$ cat src/rtl/sbe_pkg.sv
// Shared constants for the stochastic CPU budget estimator.
// No dependencies; used by the divider cell, the top level, the checker and the bench.
`timescale 1ns / 1ps
`default_nettype none
package sbe_pkg;

    localparam int DEF_OUT_FRAC_BITS = 16;
    localparam int IN_W              = 272;
    localparam int BUDGET_W          = 48;
    localparam int USER_W            = 2;
    localparam int PER_W             = 32;
    localparam int LOAD_W            = 64;
    localparam int LOAD_FRAC         = 8;

    localparam logic [BUDGET_W-1:0] MAX_BUDGET = {BUDGET_W{1'b1}};

    // m_tuser bit positions
    localparam int USR_SAT = 0;
    localparam int USR_ZD  = 1;

endpackage
`default_nettype wire

$ cat src/rtl/sbe_div_cell.sv
// One quotient bit of a restoring divider, registered; folds bits past 48 into a flag.
// Depends on sbe_pkg for widths.
`timescale 1ns / 1ps
`default_nettype none
module sbe_div_cell #(
    parameter int DVD_W = 72
) (
    input  wire logic                         clk,
    input  wire logic                         rst_n,
    input  wire logic                         en,
    input  wire logic                         in_valid,
    input  wire logic [DVD_W-1:0]             in_dvd,
    input  wire logic [sbe_pkg::PER_W-1:0]    in_rem,
    input  wire logic [sbe_pkg::BUDGET_W-1:0] in_q,
    input  wire logic                         in_ovf,
    input  wire logic [sbe_pkg::PER_W-1:0]    in_per,
    output logic                              out_valid,
    output logic [DVD_W-1:0]                  out_dvd,
    output logic [sbe_pkg::PER_W-1:0]         out_rem,
    output logic [sbe_pkg::BUDGET_W-1:0]      out_q,
    output logic                              out_ovf,
    output logic [sbe_pkg::PER_W-1:0]         out_per
);

    localparam int PW = sbe_pkg::PER_W;
    localparam int QW = sbe_pkg::BUDGET_W;

    logic [PW:0]    rem_sh;
    logic [PW:0]    diff;
    logic           ge;
    logic           valid_reg;
    logic [DVD_W-1:0] dvd_reg;
    logic [PW-1:0]  rem_reg;
    logic [QW-1:0]  q_reg;
    logic           ovf_reg;
    logic [PW-1:0]  per_reg;

    always_comb
    begin
        rem_sh = {in_rem, in_dvd[DVD_W-1]};
        diff   = rem_sh - {1'b0, in_per};
        ge     = (rem_sh >= {1'b0, in_per});
    end

    always_ff @(posedge clk or negedge rst_n)
    begin
        if (!rst_n)
        begin
            valid_reg <= 1'b0;
        end
        else if (en)
        begin
            valid_reg <= in_valid;
        end
    end

    always_ff @(posedge clk)
    begin
        if (en)
        begin
            dvd_reg <= {in_dvd[DVD_W-2:0], 1'b0};
            rem_reg <= ge ? diff[PW-1:0] : rem_sh[PW-1:0];
            q_reg   <= {in_q[QW-2:0], ge};
            ovf_reg <= in_ovf | in_q[QW-1];
            per_reg <= in_per;
        end
    end

    assign out_valid = valid_reg;
    assign out_dvd   = dvd_reg;
    assign out_rem   = rem_reg;
    assign out_q     = q_reg;
    assign out_ovf   = ovf_reg;
    assign out_per   = per_reg;

endmodule
`default_nettype wire

$ cat config.mk
export PLATFORM = sky130hd
export DESIGN_NAME = sbe_div_cell
export DESIGN_NICKNAME = d
export VERILOG_FILES = /design/src/rtl/sbe_pkg.sv /design/src/rtl/sbe_div_cell.sv
export SDC_FILE = /design/constraint.sdc
export NUM_CORES = 1
export LEC_CHECK = 0
export BUFFER_PORTS_ARGS = -buffer_cell sky130_fd_sc_hd__buf_2
export CORE_MARGIN = 3
export CORE_UTILIZATION = 30
export CTS_CLUSTER_SIZE = 10
export DETAILED_ROUTE_END_ITERATION = 8
export PLACE_DENSITY = 0.56
export SLEW_MARGIN = 30
export SYNTH_ARGS = -nofsm -noshare
export SYNTH_HDL_FRONTEND = slang
export SYNTH_SLANG_ARGS = --single-unit
$ cat constraint.sdc
create_clock -name clk -period 0.9 [get_ports clk]
set_clock_uncertainty 0.15 [all_clocks]
set_input_delay 0.18 -clock clk [delete_from_list [all_inputs] [get_ports clk]]
set_output_delay 0.18 -clock clk [all_outputs]
set_load 0.05 [all_outputs]
# ---- Word-level counts from Yosys, hierarchy flattened
# Cells that the tools add are included.
dict set report totals {
  regBits 185
  input_bits 189
  output_inout_bits 186
  word_cells 10
}
dict set report classes {
  addsub 1
  n_lt_le_gt_ge 1
  muxes 1
  n_bitwise 1
}
# operator count
set ops {}
lappend ops {{33-bit by 32-bit greater-or-equal comparator with 1-bit output} 1}
lappend ops {{32-bit two-way mux} 1}
lappend ops {{32-bit subtractor} 1}
lappend ops {{1-bit OR} 1}

# ---- Depth between registers and ports, before layout
dict set report logic_depth {
  word_depth 2
  mapped_depth 13
}

# ---- Worst setup path after synthesis
# Ideal clock, no wire load.
dict set report synth_timing {
  kind {input to register}
  start {input in_per[7] in the netlist's numbering}
  end {register rem_reg[13], in the netlist out_rem[13], data pin}
  setup_time_ns 0.262
  arrival_time_ns 2.689
  required_ns 0.488
  slack_ns -2.201
  path_stages 12
  n_path_buf 2
  path_cell_list {inv_1 -> ha_1 -> buf_2 -> nand4_1 -> or4_1 -> a21oi_1 -> nor3_1 -> a211oi_2 -> o21ai_2 -> o31ai_4 -> buf_4 -> mux2_1}
}
dict set report synth_via {
  elab_chain_len 2
  elab_cells_between_ends 3
  cone_classes {add/sub: 1; order compare: 1; mux: 1}
}
# element line_no
set synth_lines {}
lappend synth_lines {{start: declaration} sbe_div_cell.sv:16} ;# input wire logic [sbe_pkg::PER_W-1:0] in_per,
lappend synth_lines {{32-bit subtractor or 33-bit by 32-bit greater-or-equal comparator with 1-bit output (tied branches)} {sbe_div_cell.sv:41, sbe_div_cell.sv:42}}
lappend synth_lines {{32-bit two-way mux (*)} sbe_div_cell.sv:62} ;# rem_reg <= ge ? diff[PW-1:0] : rem_sh[PW-1:0];
lappend synth_lines {{end signal: assignment} sbe_div_cell.sv:62}
lappend synth_lines {{end: declaration} sbe_div_cell.sv:33} ;# logic [PW-1:0] rem_reg;
# Every way passes the cells marked *; elsewhere a longest branch is shown, timed or not.
# A chain may end at the register's enable or synchronous reset.

# ---- Final worst setup path
# Ends and elaborated chain as after synthesis.

==> impl_metrics.py <==
metrics = {
    "timing": {
        "fmax_ghz": 0.382,
        "fin_ws_ns": -1.72,
        "hold_viol": 27,
        "setup_viol": 219,
        "post-route-min-period_ns": 2.62,
        "timing.final.crit_share_pct": 291,
        "hold_slack_ns": -0.144,
        "drv_slew": 0,
        "finalSetupTns_ns": -131.65,
        "rsz0062_at_grt": "yes",
    },
    "synth": {
        "seq_area_frac_synth_pct": 71.3,
        "yosysTopAreaCell": "edfxtp_1",
        "netlist.area_leader.share_pct": 70.9,
        "ys_warn_count": 0,
        "synth_cells": 534,
        "synthArstFlopShare_pct": 0.541,
        "synth.distinct_cells": 50,
        "synth_area_um2": 7790,
        "synth_ff_type": "edfxtp_1",
        "synth_edf_count": 184,
        "synthesis.nets": 756,
        "synth.ff_latch_count": 185,
        "avgSynthCellArea_um2": 14.6,
        "synthTopCellsByArea": "edfxtp_1, ha_1, a21oi_1",
    },
    "die": {
        "die_y_um": 167,
        "start_util_pct": 30.8,
        "die_w_um": 167,
        "core_area_um2": 25300,
        "core.rowCount": 58,
        "ios": 375,
        "die_area_um2": 27900,
    },
    "critical_path": {
        "end_kind": "flop",
        "worstPathRequired_ns": 0.92,
        "start_kind": "input port",
        "reg2reg_depth": 1,
        "r2r-start": "out_valid$_DFFE_PN0P_",
        "crit_type": "input port to flop",
        "critical_path_arrival_ns": 2.64,
        "r2r_slack_ns": -0.05,
        "r2r-end": "out_valid$_DFFE_PN0P_",
        "cp_max_fo": 6,
    },
    "place": {
        "placedCellCount": 1329,
        "place_area_um2": 11700,
        "gp_congestion": 0.857,
        "dp_hpwl_um": 20400,
        "io_buffers": 373,
    },
    "clock_network": {
        "clock_path_buffers": 2,
        "cts.sinks": 185,
        "cts_tree": "built",
        "clock_latency_ns": 0.41,
        "numCtsBuffers": 17,
        "cts_hold_buffers": 151,
        "cts-root-buf": "clkbuf_16",
        "cts.clk_slew.worst_paths_ns": 0.07,
        "cts_max_level": 4,
    },
    "global_routing": {
        "grt_max_degree": 33,
        "grt_first_pass_wirelength_um": 44400,
        "overflow": 0,
        "track_usage_pct": 20.9,
        "grt_pass1_vias": 7360,
        "antenna_found_initial": 2,
    },
    "cells_and_area": {
        "fillCellCount": 1938,
        "syn_to_final_growth_pct": 93.7,
        "fin_util_pct": 59.6,
        "design_area_um2": 15100,
        "nNetsFinal": 1398,
        "layout.cells.non_filler": 1520,
        "multiInputGateArea_um2": 2300,
        "drive_gt1_share_pct": 49.1,
        "seq_area_um2": 5550,
    },
    "worst_hold_path": {
        "holdPathStages": 2,
        "min_to": "out_valid$_DFFE_PN0P_",
        "hp-class": "input port to flop",
        "min_from": "in_valid",
    },
    "power_and_ir_drop": {
        "finalPower_uw": 27800,
        "leakage_uw": 0.00651,
        "peakVddDrop_v": 0.000993,
        "power_density_nw_per_um2": 1840,
    },
    "routing": {
        "vias_per_cell": 4.54,
        "remaining_drc_errors": 0,
        "avgRoutedWirePerCell_um": 19.5,
        "drt_iter0_drc": 376,
        "drt-pass1-iter-count": 4,
        "vias": 6904,
        "antenna_violating_nets_post_route": 0,
        "route.final.wire_length_um": 29700,
    },
    "outcome": {
        "status": "finished, violations left",
        "violations": "hold timing, setup timing",
    },
    "run": {
        "cap_violations": 0,
    },
}
==> layout by cell type (no fill, tap or decap), types with 3 or more instances in the layout <==
cell,instances
edfxtp_1,184
buf_2,178
dlygate4sd3_1,151
buf_6,149
buf_4,103
buf_12,51
a21oi_1,45
nor2_1,31
inv_1,30
nand2_1,25
ha_1,23
clkbuf_16,17
xnor2_1,15
o21ai_0,14
a21o_1,12
xor2_1,12
mux2_4,10
a21oi_2,9
nand3_1,8
nand4_1,8
ha_4,8
buf_8,7
o21a_1,6
inv_2,5
o211ai_1,4
nor2_2,4
inv_8,4
nor2b_1,3
o21bai_1,3
nor4_1,3
a31oi_1,3
a211oi_1,3
inv_6,3
clkinv_8,3
==> cell usage after synthesis, types with 2 or more instances <==
cell and number:
or2_2 2, inv_1 38, nor3_1 2, or4_1 2
and2_1 2, xnor2_1 15, nand4_1 8, a211oi_1 3
o21ai_0 16, mux2_1 4, xor2_1 12, and4_1 2
buf_2 8, o22ai_1 2, o21bai_1 3, nor2_1 35
nand3_1 8, nand2b_1 3, ha_1 32, nor2b_1 3
nor4_1 4, mux2_2 7, a21o_1 12, nand2_1 26
edfxtp_1 184, a21oi_1 56, a31oi_1 5, o21a_1 6
a2bb2oi_1 2, o211ai_1 4, clkbuf_1 6, buf_4 4
==> metrics by stage <==
step                hold WS, ns  worst slack [ns]
detailed placement       -0.188             -2.41
global route             -0.169             -1.77
floorplan                -0.266             -2.08
finish                   -0.144             -1.72
CTS                      -0.166             -1.76
global placement         -0.194             -2.32
==> worst max-delay path, cell delays in order <==
cell	delay, ns
buf_8	0.10
inv_12	0.03
ha_4	0.25
nand4_1	0.13
or4_4	0.55
a21oi_2	0.13
nor3_2	0.07
a211oi_2	0.28
o21ai_2	0.11
o31ai_4	0.21
buf_12	0.16
buf_16	0.14
mux2_4	0.29
==> kinds of logic (layout without fill, tap and decap cells) <==
group	Yosys count	count (layout)	synth area share [%]
buffers and inverters	57	712	3.08
other	1	2	0.0481
xor gates and xnor gates	27	27	3.04
AOI/OAI and AO/OA	119	119	9.40
and+or+nand+nor	100	100	6.06
DFF	185	185	71.3
muxes	12	12	1.72
adders and majority gates	33	33	5.40
==> sequential cells by signal (all words and copies together) (netlist names) <==
register,count
out_ovf,1
out_q,48
out_per,32
out_dvd,71
out_valid,1
out_rem,32
==> worst max path at each step <==
stage | start | endpoint | slack, ns | cells after the start
finish | in_per[7] | out_rem[13]$_DFFE_PP_ | -1.72 | 13
global route | in_per[8] | out_rem[3]$_DFFE_PP_ | -1.77 | 13
CTS | in_per[7] | out_rem[4]$_DFFE_PP_ | -1.76 | 13
detailed placement | in_dvd[71] | out_rem[30]$_DFFE_PP_ | -2.41 | 13
global placement | in_dvd[71] | out_rem[30]$_DFFE_PP_ | -2.32 | 13
floorplan | in_per[7] | out_rem[13]$_DFFE_PP_ | -2.08 | 12
==> where the power goes <==
| group | switching (uW) | total [uW] | internal, uW |
|---|---|---|---|
| Clock | 3800 | 7800 | 4000 |
| Sequential | 481 | 10900 | 10500 |
| Combinational | 5020 | 9070 | 4050 |
| Total | 9300 | 27800 | 18500 |
==> timing repair <==
action                                  4_1_cts  5_1_grt
setup buffers                                 4        1
hold endpoints to repair                    176       26
gates cloned                                  2        0
endpoints found under the setup margin      219      219
resized for setup                           332       24
pin swaps                                    15        5
==> area by class of cell <==
cell class,instances,share of cell area [%]
sequential,185,36.8
antenna,1,0.0166
multi-input combinational,292,15.3
inverter,38,1.06
clock buffer,17,2.82
tap,330,2.74
timing repair buffer,642,40.1
clock inverter,15,1.19
==> routing by layer <==
layer,global-route usage (%),wire [um],vias up
met4,8.08,1050,2
met2,37.4,15500,271
met3,5.17,1580,49
met5,0,13,-
met1,24.1,11500,3300
li1,-,-,3282
Power figures use the tool's default switching activity.
