`src/rtl/sbe_sqrt_cell.sv`:
```
// One radix-2 digit of a restoring integer square root, registered.
// Uses no package; instantiated in rows by the top level.
`timescale 1ns / 1ps
`default_nettype none
module sbe_sqrt_cell #(
    parameter int RAD_W  = 64,
    parameter int ROOT_W = 32,
    parameter int SIDE_W = 8
) (
    input  wire logic              clk,
    input  wire logic              rst_n,
    input  wire logic              en,
    input  wire logic              in_valid,
    input  wire logic [RAD_W-1:0]  in_rad,
    input  wire logic [ROOT_W+1:0] in_rem,
    input  wire logic [ROOT_W-1:0] in_root,
    input  wire logic [SIDE_W-1:0] in_side,
    output logic                   out_valid,
    output logic [RAD_W-1:0]       out_rad,
    output logic [ROOT_W+1:0]      out_rem,
    output logic [ROOT_W-1:0]      out_root,
    output logic [SIDE_W-1:0]      out_side
);

    localparam int REM_W = ROOT_W + 2;

    logic [REM_W-1:0] rem_sh;
    logic [REM_W-1:0] trial;
    logic             ge;
    logic             valid_reg;
    logic [RAD_W-1:0] rad_reg;
    logic [REM_W-1:0] rem_reg;
    logic [ROOT_W-1:0] root_reg;
    logic [SIDE_W-1:0] side_reg;
    logic [REM_W-1:0] rem_next;
    logic [ROOT_W-1:0] root_next;

    always_comb
    begin
        rem_sh    = {in_rem[REM_W-3:0], in_rad[RAD_W-1 -: 2]};
        trial     = {in_root, 2'b01};
        ge        = (rem_sh >= trial);
        rem_next  = ge ? (rem_sh - trial) : rem_sh;
        root_next = {in_root[ROOT_W-2:0], ge};
    end

    always_ff @(posedge clk or negedge rst_n)
    begin
        if (!rst_n)
        begin
            valid_reg <= 1'b0;
        end
        else if (en)
        begin
            valid_reg <= in_valid;
        end
    end

    always_ff @(posedge clk)
    begin
        if (en)
        begin
            rad_reg  <= {in_rad[RAD_W-3:0], 2'b00};
            rem_reg  <= rem_next;
            root_reg <= root_next;
            side_reg <= in_side;
        end
    end

    assign out_valid = valid_reg;
    assign out_rad   = rad_reg;
    assign out_rem   = rem_reg;
    assign out_root  = root_reg;
    assign out_side  = side_reg;

endmodule
`default_nettype wire

```
`config.mk`:
```
export PLATFORM = sky130hd
export DESIGN_NAME = sbe_sqrt_cell
export DESIGN_NICKNAME = d
export VERILOG_FILES = /design/src/rtl/sbe_sqrt_cell.sv
export SDC_FILE = /design/constraint.sdc
export NUM_CORES = 1
export LEC_CHECK = 0
export BUFFER_PORTS_ARGS = -buffer_cell sky130_fd_sc_hd__buf_2
export CORE_ASPECT_RATIO = 1.5
export CORE_MARGIN = 4
export CORE_UTILIZATION = 40
export DETAILED_ROUTE_END_ITERATION = 16
export GPL_ROUTABILITY_DRIVEN = 0
export PLACE_DENSITY = 0.77
export RECOVER_POWER = 25
export SLEW_MARGIN = 20
export SYNTH_ARGS = -nofsm -noshare
export SYNTH_HDL_FRONTEND = slang
export SYNTH_SLANG_ARGS = --single-unit
```
`constraint.sdc`:
```
create_clock -name clk -period 1.2 [get_ports clk]
set_input_delay 0.24 -clock clk [delete_from_list [all_inputs] [get_ports clk]]
set_output_delay 0.24 -clock clk [all_outputs]
set_load 0.005 [all_outputs]
```
# == Word-level counts from Yosys, hierarchy flattened ==
# Cells that the tools add are included.
# Widths: inputs -> output; s select.
# totals
wordCells,8
memories,0
output_inout_bits,139
latchBits,0
mem_bits_rw,0
mem_bits_ro,0
ff_bits,137
# op_classes
eq_ne,0
shifts,0
bitwise_logic,0
magnitude_cmp,1
mul,0
n_div,0
mux,1
add_sub_neg,1
reduce_logical,0
# op_table
operator,count
$ge 34x34->1,1
$mux 34,1
$sub 34x34->34,1

# == Depth between registers and ports, before layout ==
# Gate-level depths: netlist of the first run.
# logic_depth
word_depth,2
mapped_depth,13
ltp_nobuf,10

# == Worst setup path after synthesis of the first run ==
# No wires, ideal clock.
# synth_timing
path_type,input to register
from,in in_root[3]
to,"reg rem_reg[33] (netlist: out_rem[33]), data pin"
slack_ns,-1.192
arrival_ns,2.136
required_time_ns,0.944
n_path_buf,0
cell_stages,10
cell_sequence,inv_1 -> ha_1 -> nand3_1 -> a211oi_2 -> o31ai_2 -> o31a_1 -> o21ai_4 -> nand4_1 -> a211o_1 -> o211a_1
# synth_between
elab_chain_len,2
# synth_rtl
item,line,rtl
"start, declared",16,"input wire logic [ROOT_W-1:0] in_root,"
$sub 34x34->34 or $ge 34x34->1 (tied branches),"43, 42",
$mux 34 *,43,rem_next = ge ? (rem_sh - trial) : rem_sh;
net rem_next[33],35,logic [REM_W-1:0] rem_next;
"end signal, assigned",64,rem_reg <= rem_next;
"end, declared",32,logic [REM_W-1:0] rem_reg;
# The timed path passes the listed nets; every way through them passes the cells marked *.
# A chain may end at the register's enable or synchronous reset.

# == Final worst setup path of the first run ==
# layout_timing
from,in in_root[9]
to,"reg rem_reg[9] (netlist: out_rem[9]), data pin"
# layout_between
elab_chain_len,2
# layout_rtl
item,line,rtl
$ge 34x34->1,42,ge = (rem_sh >= trial);
$mux 34,43,
net rem_next[9],35,
# The timed path passes the listed nets, and every way through them passes these cells.

==> results of run 1 <==
-- where the power goes --
group          switching (mW)  internal [mW]
Clock                    2.29           3.15
Sequential              0.125           5.81
Combinational            1.76           1.89
Total                    4.17           10.8
-- registers in the layout, summed over array words and instances (netlist names) --
register   count
out_rad       62
out_side       8
out_valid      1
out_rem       34
out_root      32
-- final cells by class --
type / count / share of cell area, %
sequential: 137 / 37.2
clock buffer: 17 / 3.85
antenna: 1 / 0.0226
tap: 206 / 2.33
clock inverter: 15 / 1.64
inverter: 49 / 2.00
multi-input combinational: 324 / 24.1
timing repair buffer: 486 / 28.8
-- Yosys cell counts, types with 2 or more instances --
cell type and instances:
nand2_1 53, buf_4 5, nand4_1 7, a21o_1 11, o211ai_1 4, a211o_1 2, o31a_1 2, o21bai_1 6
inv_1 49, and2_1 2, xnor2_1 14, clkbuf_1 6, nand2b_1 3, a211oi_1 5, nor4_1 4, or3_1 2
xor2_1 13, edfxtp_1 136, a21oi_1 36, nor2b_1 2, o21a_1 5, ha_1 34, a31oi_1 3, nor2_1 21
o31ai_2 2, nor3b_1 2, buf_6 3, o21ai_0 30, nor3_1 3, a221oi_2 2, nand3_1 11, o21ai_1 16
-- metrics by stage --
step	setup WS (ns)	TNS [ns]
after floorplan	-1.11	-35.65
after global placement	-1.41	-45.98
after detailed placement	-1.49	-47.93
after CTS	-0.928	-30.39
after global routing	-1.08	-37.81
final	-0.999	-33.15
-- final timing paths --
check,cells after the start,end
max,13,out_rem[9]
min,1,out_rad[4]
max reg2reg,1,out_valid
min reg2reg,1,out_valid
max in group asynchronous,2,out_valid
min in group asynchronous,2,out_valid
-- timing repair --
item                                   in CTS  in global routing
gates resized for setup                    36                 46
setup endpoints to repair                  42                 66
hold buffers                               50                  4
gates cloned                                2                  0
buffers inserted                           12                  7
endpoints found under the hold margin      50                  4
pin swaps                                  18                 11
-- cells by family after synthesis --
| logic type | share of synthesized area, % |
|---|---|
| xor+xnor | 3.60 |
| mux | 0.171 |
| fa+ha+maj | 6.47 |
| buf+inv | 4.30 |
| simple gates | 8.47 |
| compound gates | 14.4 |
| flops | 62.5 |
| other cells | 0.0570 |
-- metal layers --
layer	part of all wire, %	GRT usage, %
met2	56	43.4
met4	2.8	9.19
met3	5.9	4.29
met1	35	23.6
met5	0	0
==> qor.txt, run 1 <==
clk root buf - clkbuf_16
io pins - 281
number of max-cap violations - 0
number of flops mapped to enable cells by yosys - 136
share of cells above drive strength 1 - 51.3%
die extent in x - 113 µm
CP delay by family, top - compound AO/OA/AOI/OAI gates
Buf+Inv Stages, Crit Path - 4
Fmax - 455 MHz
Final Non-Filler Cells - 1,235
Critical Path Source Type - input pin
Tmin final - 2.20 ns
vias in the first global route - 6,436
Cell Area, Placed - 9450 µm²
Initial Util - 40.6%
Finished Core Util - 68.3%
Post-synth ARST share - 0.730%
part of the cycle the worst path needs - 183%
clk_skew - 0 ns
area of the multi-input gates - 2670 µm²
CTS tree - built
Final Hold Viols - 0
most common cell after layout, fill and taps aside - buf_2
Inst Count DP - 1,129
Die Span Y - 165 µm
sequential area share after synthesis - 62.5%
Synth Register Bits - 137
cell count after synthesis - 524
number of I/O port buffers - 276
failing checks - negative setup slack
unrepaired setup endpoints after global routing - true
wire length per cell - 17.8 µm
Worst EP required - 1.36 ns
Pwr Total - 15.0 mW
VDD IR max - 0.000911 V
Detailed Place HPWL - 15,200 µm
clock buffer depth - 2
Congestion Overflow GR - 0
reg-to-reg critical path startpoint - out_valid
global-route wire length before repair - 32,700 µm
Synth area leader - edfxtp_1
Worst path slowest cell - a221oi_4
CTS HTree Levels - 4
die footprint - 18,600 µm²
drc violations - 0
Avg Cell Area, Syn - 12.5 µm²
Register Area - 4110 µm²
Area contributors post-synth - edfxtp_1, ha_1, nand2_1
drt first-iter violations - 342
vias after detailed routing - 6,166
Max Slew Vio Count - 0
area delta synth->final - 68.1%
clk slew on worst S/H paths - 0.06 ns
Pleak - 4.92 nW
Synth top area share - 62.1%
Core Box Area - 16,200 µm²
Critical Path Start - in_root[9]
r2r setup slk - 0.46 ns
worst slew pin tran - 0.746 ns
CTS buffer count - 17
Setup crit end kind - flop
total track usage - 22.5%
# nets final - 1,191
vias per cell - 4.99
Worst-Skew Late Latency - 0.41 ns
Fillers - 1,161
Power Density - 1360 nW/µm²
Main synth FF type - edfxtp_1
Hold Worst Slack - 0.0156 ns
Detailed Route WL - 22,000 µm
Max FO, Critical Path - 7
Setup-failing EPs final - 60
most frequent cells in the layout - buf_2, buf_4, edfxtp_1
Critical Path, Cell by Cell - buf_8, inv_6, ha_4, a211o_1, a21oi_2, o211ai_1, a221oi_4, nor2_2, a21boi_4, buf_6, buf_12, nor3b_2, a21o_1
DR pass1 iterations - 5
area of the mapped netlist - 6570 µm²
Sink Count - 137
relative slew slack - 50.3%
post-layout instance area - 11,000 µm²
number of antenna violations at the first check in global routing - 1
Yosys Warn Count - 0
largest net degree at the start of global routing - 52
status - finished with violations
DRT antenna net count - 0
Setup CP Type - input pin to flop
min-delay src - in_rad[2]
Rows - 57
worst hold path class - input pin to flop
Setup WS post-layout - -0.999 ns
WP data arrival - 2.36 ns
post-synthesis cell type count - 62
CP peak stage delay - 0.36 ns
No activity file was read; power rests on OpenSTA's default activity.
==> inputs of run 2 (changes only) <==
==> constraint.sdc (replaced) <==
create_clock -name clk -period 1.2 [get_ports clk]
set_input_delay 0.36 -clock clk [delete_from_list [all_inputs] [get_ports clk]]
set_output_delay 0.36 -clock clk [all_outputs]
set_load 0.005 [all_outputs]
==> qor.txt, run 2 (synthesized netlist as in run 1, its figures left out) <==
status - finished with violations
failing checks - negative setup slack
VDD IR max - 0.000862 V
CP delay by family, top - compound AO/OA/AOI/OAI gates
Setup-failing EPs final - 172
number of I/O port buffers - 276
worst slew pin tran - 0.521 ns
Int Power - 11.0 mW
Die Span Y - 165 µm
Tmin final - 2.31 ns
Setup WS post-layout - -1.11 ns
CTS HTree Levels - 4
Pleak - 4.96 nW
worst hold path class - input pin to flop
unrepaired setup endpoints after global routing - true
die footprint - 18,600 µm²
Core Box Area - 16,200 µm²
Fillers - 1,139
Reg power frac - 38.7%
number of antenna violations at the first check in global routing - 1
Worst EP required - 1.37 ns
drc violations - 0
Power Density - 1390 nW/µm²
reg-to-reg critical path startpoint - out_valid
Final Hold Viols - 0
r2r setup slk - 0.47 ns
DRT antenna net count - 0
vias after detailed routing - 6,062
# nets final - 1,147
vias per cell - 5.09
most common cell after layout, fill and taps aside - buf_2
Setup CP Type - input pin to flop
Worst path slowest cell - a221oi_4
total track usage - 21.7%
clock buffer depth - 2
part of the cycle the worst path needs - 192%
number of max-cap violations - 0
RR Endpoint - out_valid
Critical Path, Cell by Cell - buf_2, ha_4, a21oi_1, o21a_1, o211ai_1, a221oi_4, nor2_2, a21boi_4, buf_6, buf_12, buf_16, o21ai_2
Switching Fraction - 28.3%
CTS tree - built
CP Capture Point - out_rem[27]
Max Slew Vio Count - 0
Clock power frac - 35.6%
relative slew slack - 64.9%
DR pass1 iterations - 6
clk root buf - clkbuf_16
CP peak stage delay - 0.36 ns
combinational share of power - 25.7%
Buf+Inv Stages, Crit Path - 4
io pins - 281
Setup crit end kind - flop
CTS buffer count - 17
Detailed Route WL - 21,600 µm
clk slew on worst S/H paths - 0.06 ns
Placement Setup Slack - -1.59 ns
drt first-iter violations - 381
Worst-Skew Late Latency - 0.41 ns
most frequent cells in the layout - buf_2, buf_4, edfxtp_1
Critical Path Source Type - input pin
number of cells on the critical path - 12
worst reg2reg path depth - 1
wire length per cell - 18.2 µm
share of cells above drive strength 1 - 60.3%
area delta synth->final - 67.1%
Finished Core Util - 67.9%
Rows - 57
P_sw - 4.33 mW
clk_skew - 0 ns
max reg flops - 62
Congestion Overflow GR - 0
Sink Count - 137
Critical Path Start - in_rem[5]
Max FO, Critical Path - 6
vias in the first global route - 6,272
die extent in x - 113 µm
Fmax - 433 MHz
Detailed Place HPWL - 15,000 µm
Initial Util - 40.6%
largest net degree at the start of global routing - 52
global-route wire length before repair - 31,500 µm
WP data arrival - 2.48 ns
run 2: metrics by stage:
step | area, µm² | std cells | total power [mW] | hold slack (ns) | setup TNS [ns]
floorplan | 6810 | 525 | 7.41 | 0.0644 | -39.85
global placement | 9460 | 1131 | 8.99 | 0.135 | -50.60
detailed placement | 9460 | 1131 | 9.07 | 0.135 | -53.09
CTS | 10700 | 1189 | 15.1 | 0.101 | -45.56
global route | 11000 | 1191 | 16.0 | 0.0955 | -54.52
finish | 11000 | 1191 | 15.3 | 0.118 | -46.39
run 2: worst min-delay path by stage:
| stage | end | depth (start not counted) | start | slack, ns |
|---|---|---|---|---|
| 3_3_place_gp | out_valid | 1 | rst_n | 0.14 |
| 4_1_cts | out_rad[44] | 1 | in_rad[42] | 0.10 |
| 5_1_grt | out_rad[10] | 1 | in_rad[8] | 0.1 |
| 6_report | out_rad[55] | 1 | in_rad[53] | 0.12 |
| 2_1_floorplan | out_valid | 0 | rst_n | 0.06 |
| 3_5_place_dp | out_valid | 1 | rst_n | 0.14 |
run 2: cell type report:
type	count	area, µm²	area share, %
Antenna cell	1	2.50	0.0228
Clock buffer	17	425	3.87
Clock inverter	15	178	1.62
Inverter	49	221	2.02
Multi-Input combinational cell	324	2830	25.8
Sequential cell	137	4110	37.4
Tap cell	206	258	2.35
Timing Repair Buffer	442	2960	27.0
run 2: metal layers:
metal  wire length, µm  part of all wire [%]  GRT usage [%]
met5                 0                     0              0
met4               542                   2.5           7.76
met3              1600                   7.4           5.32
met2             11900                    55           41.4
met1              7600                    35           23.0
run 2: timing repair:
action / CTS / global route
resized for setup: 79 / 64
pin swaps: 35 / 14
endpoints found under the hold margin: 1 / 0
setup buffers: 20 / 1
hold buffers: 1 / 0
gates cloned: 5 / 2
endpoints found under the setup margin: 172 / 172
run 2: power by group through the flow:
stage / registers (mW) / logic [mW] / clock network, mW
after detailed placement: 6.03 / 3.04 / 0
after global routing: 5.97 / 4.21 / 5.82
after CTS: 5.93 / 3.60 / 5.56
after global placement: 6.01 / 2.98 / 0
after floorplan: 6.10 / 1.31 / 0
final: 5.93 / 3.94 / 5.46
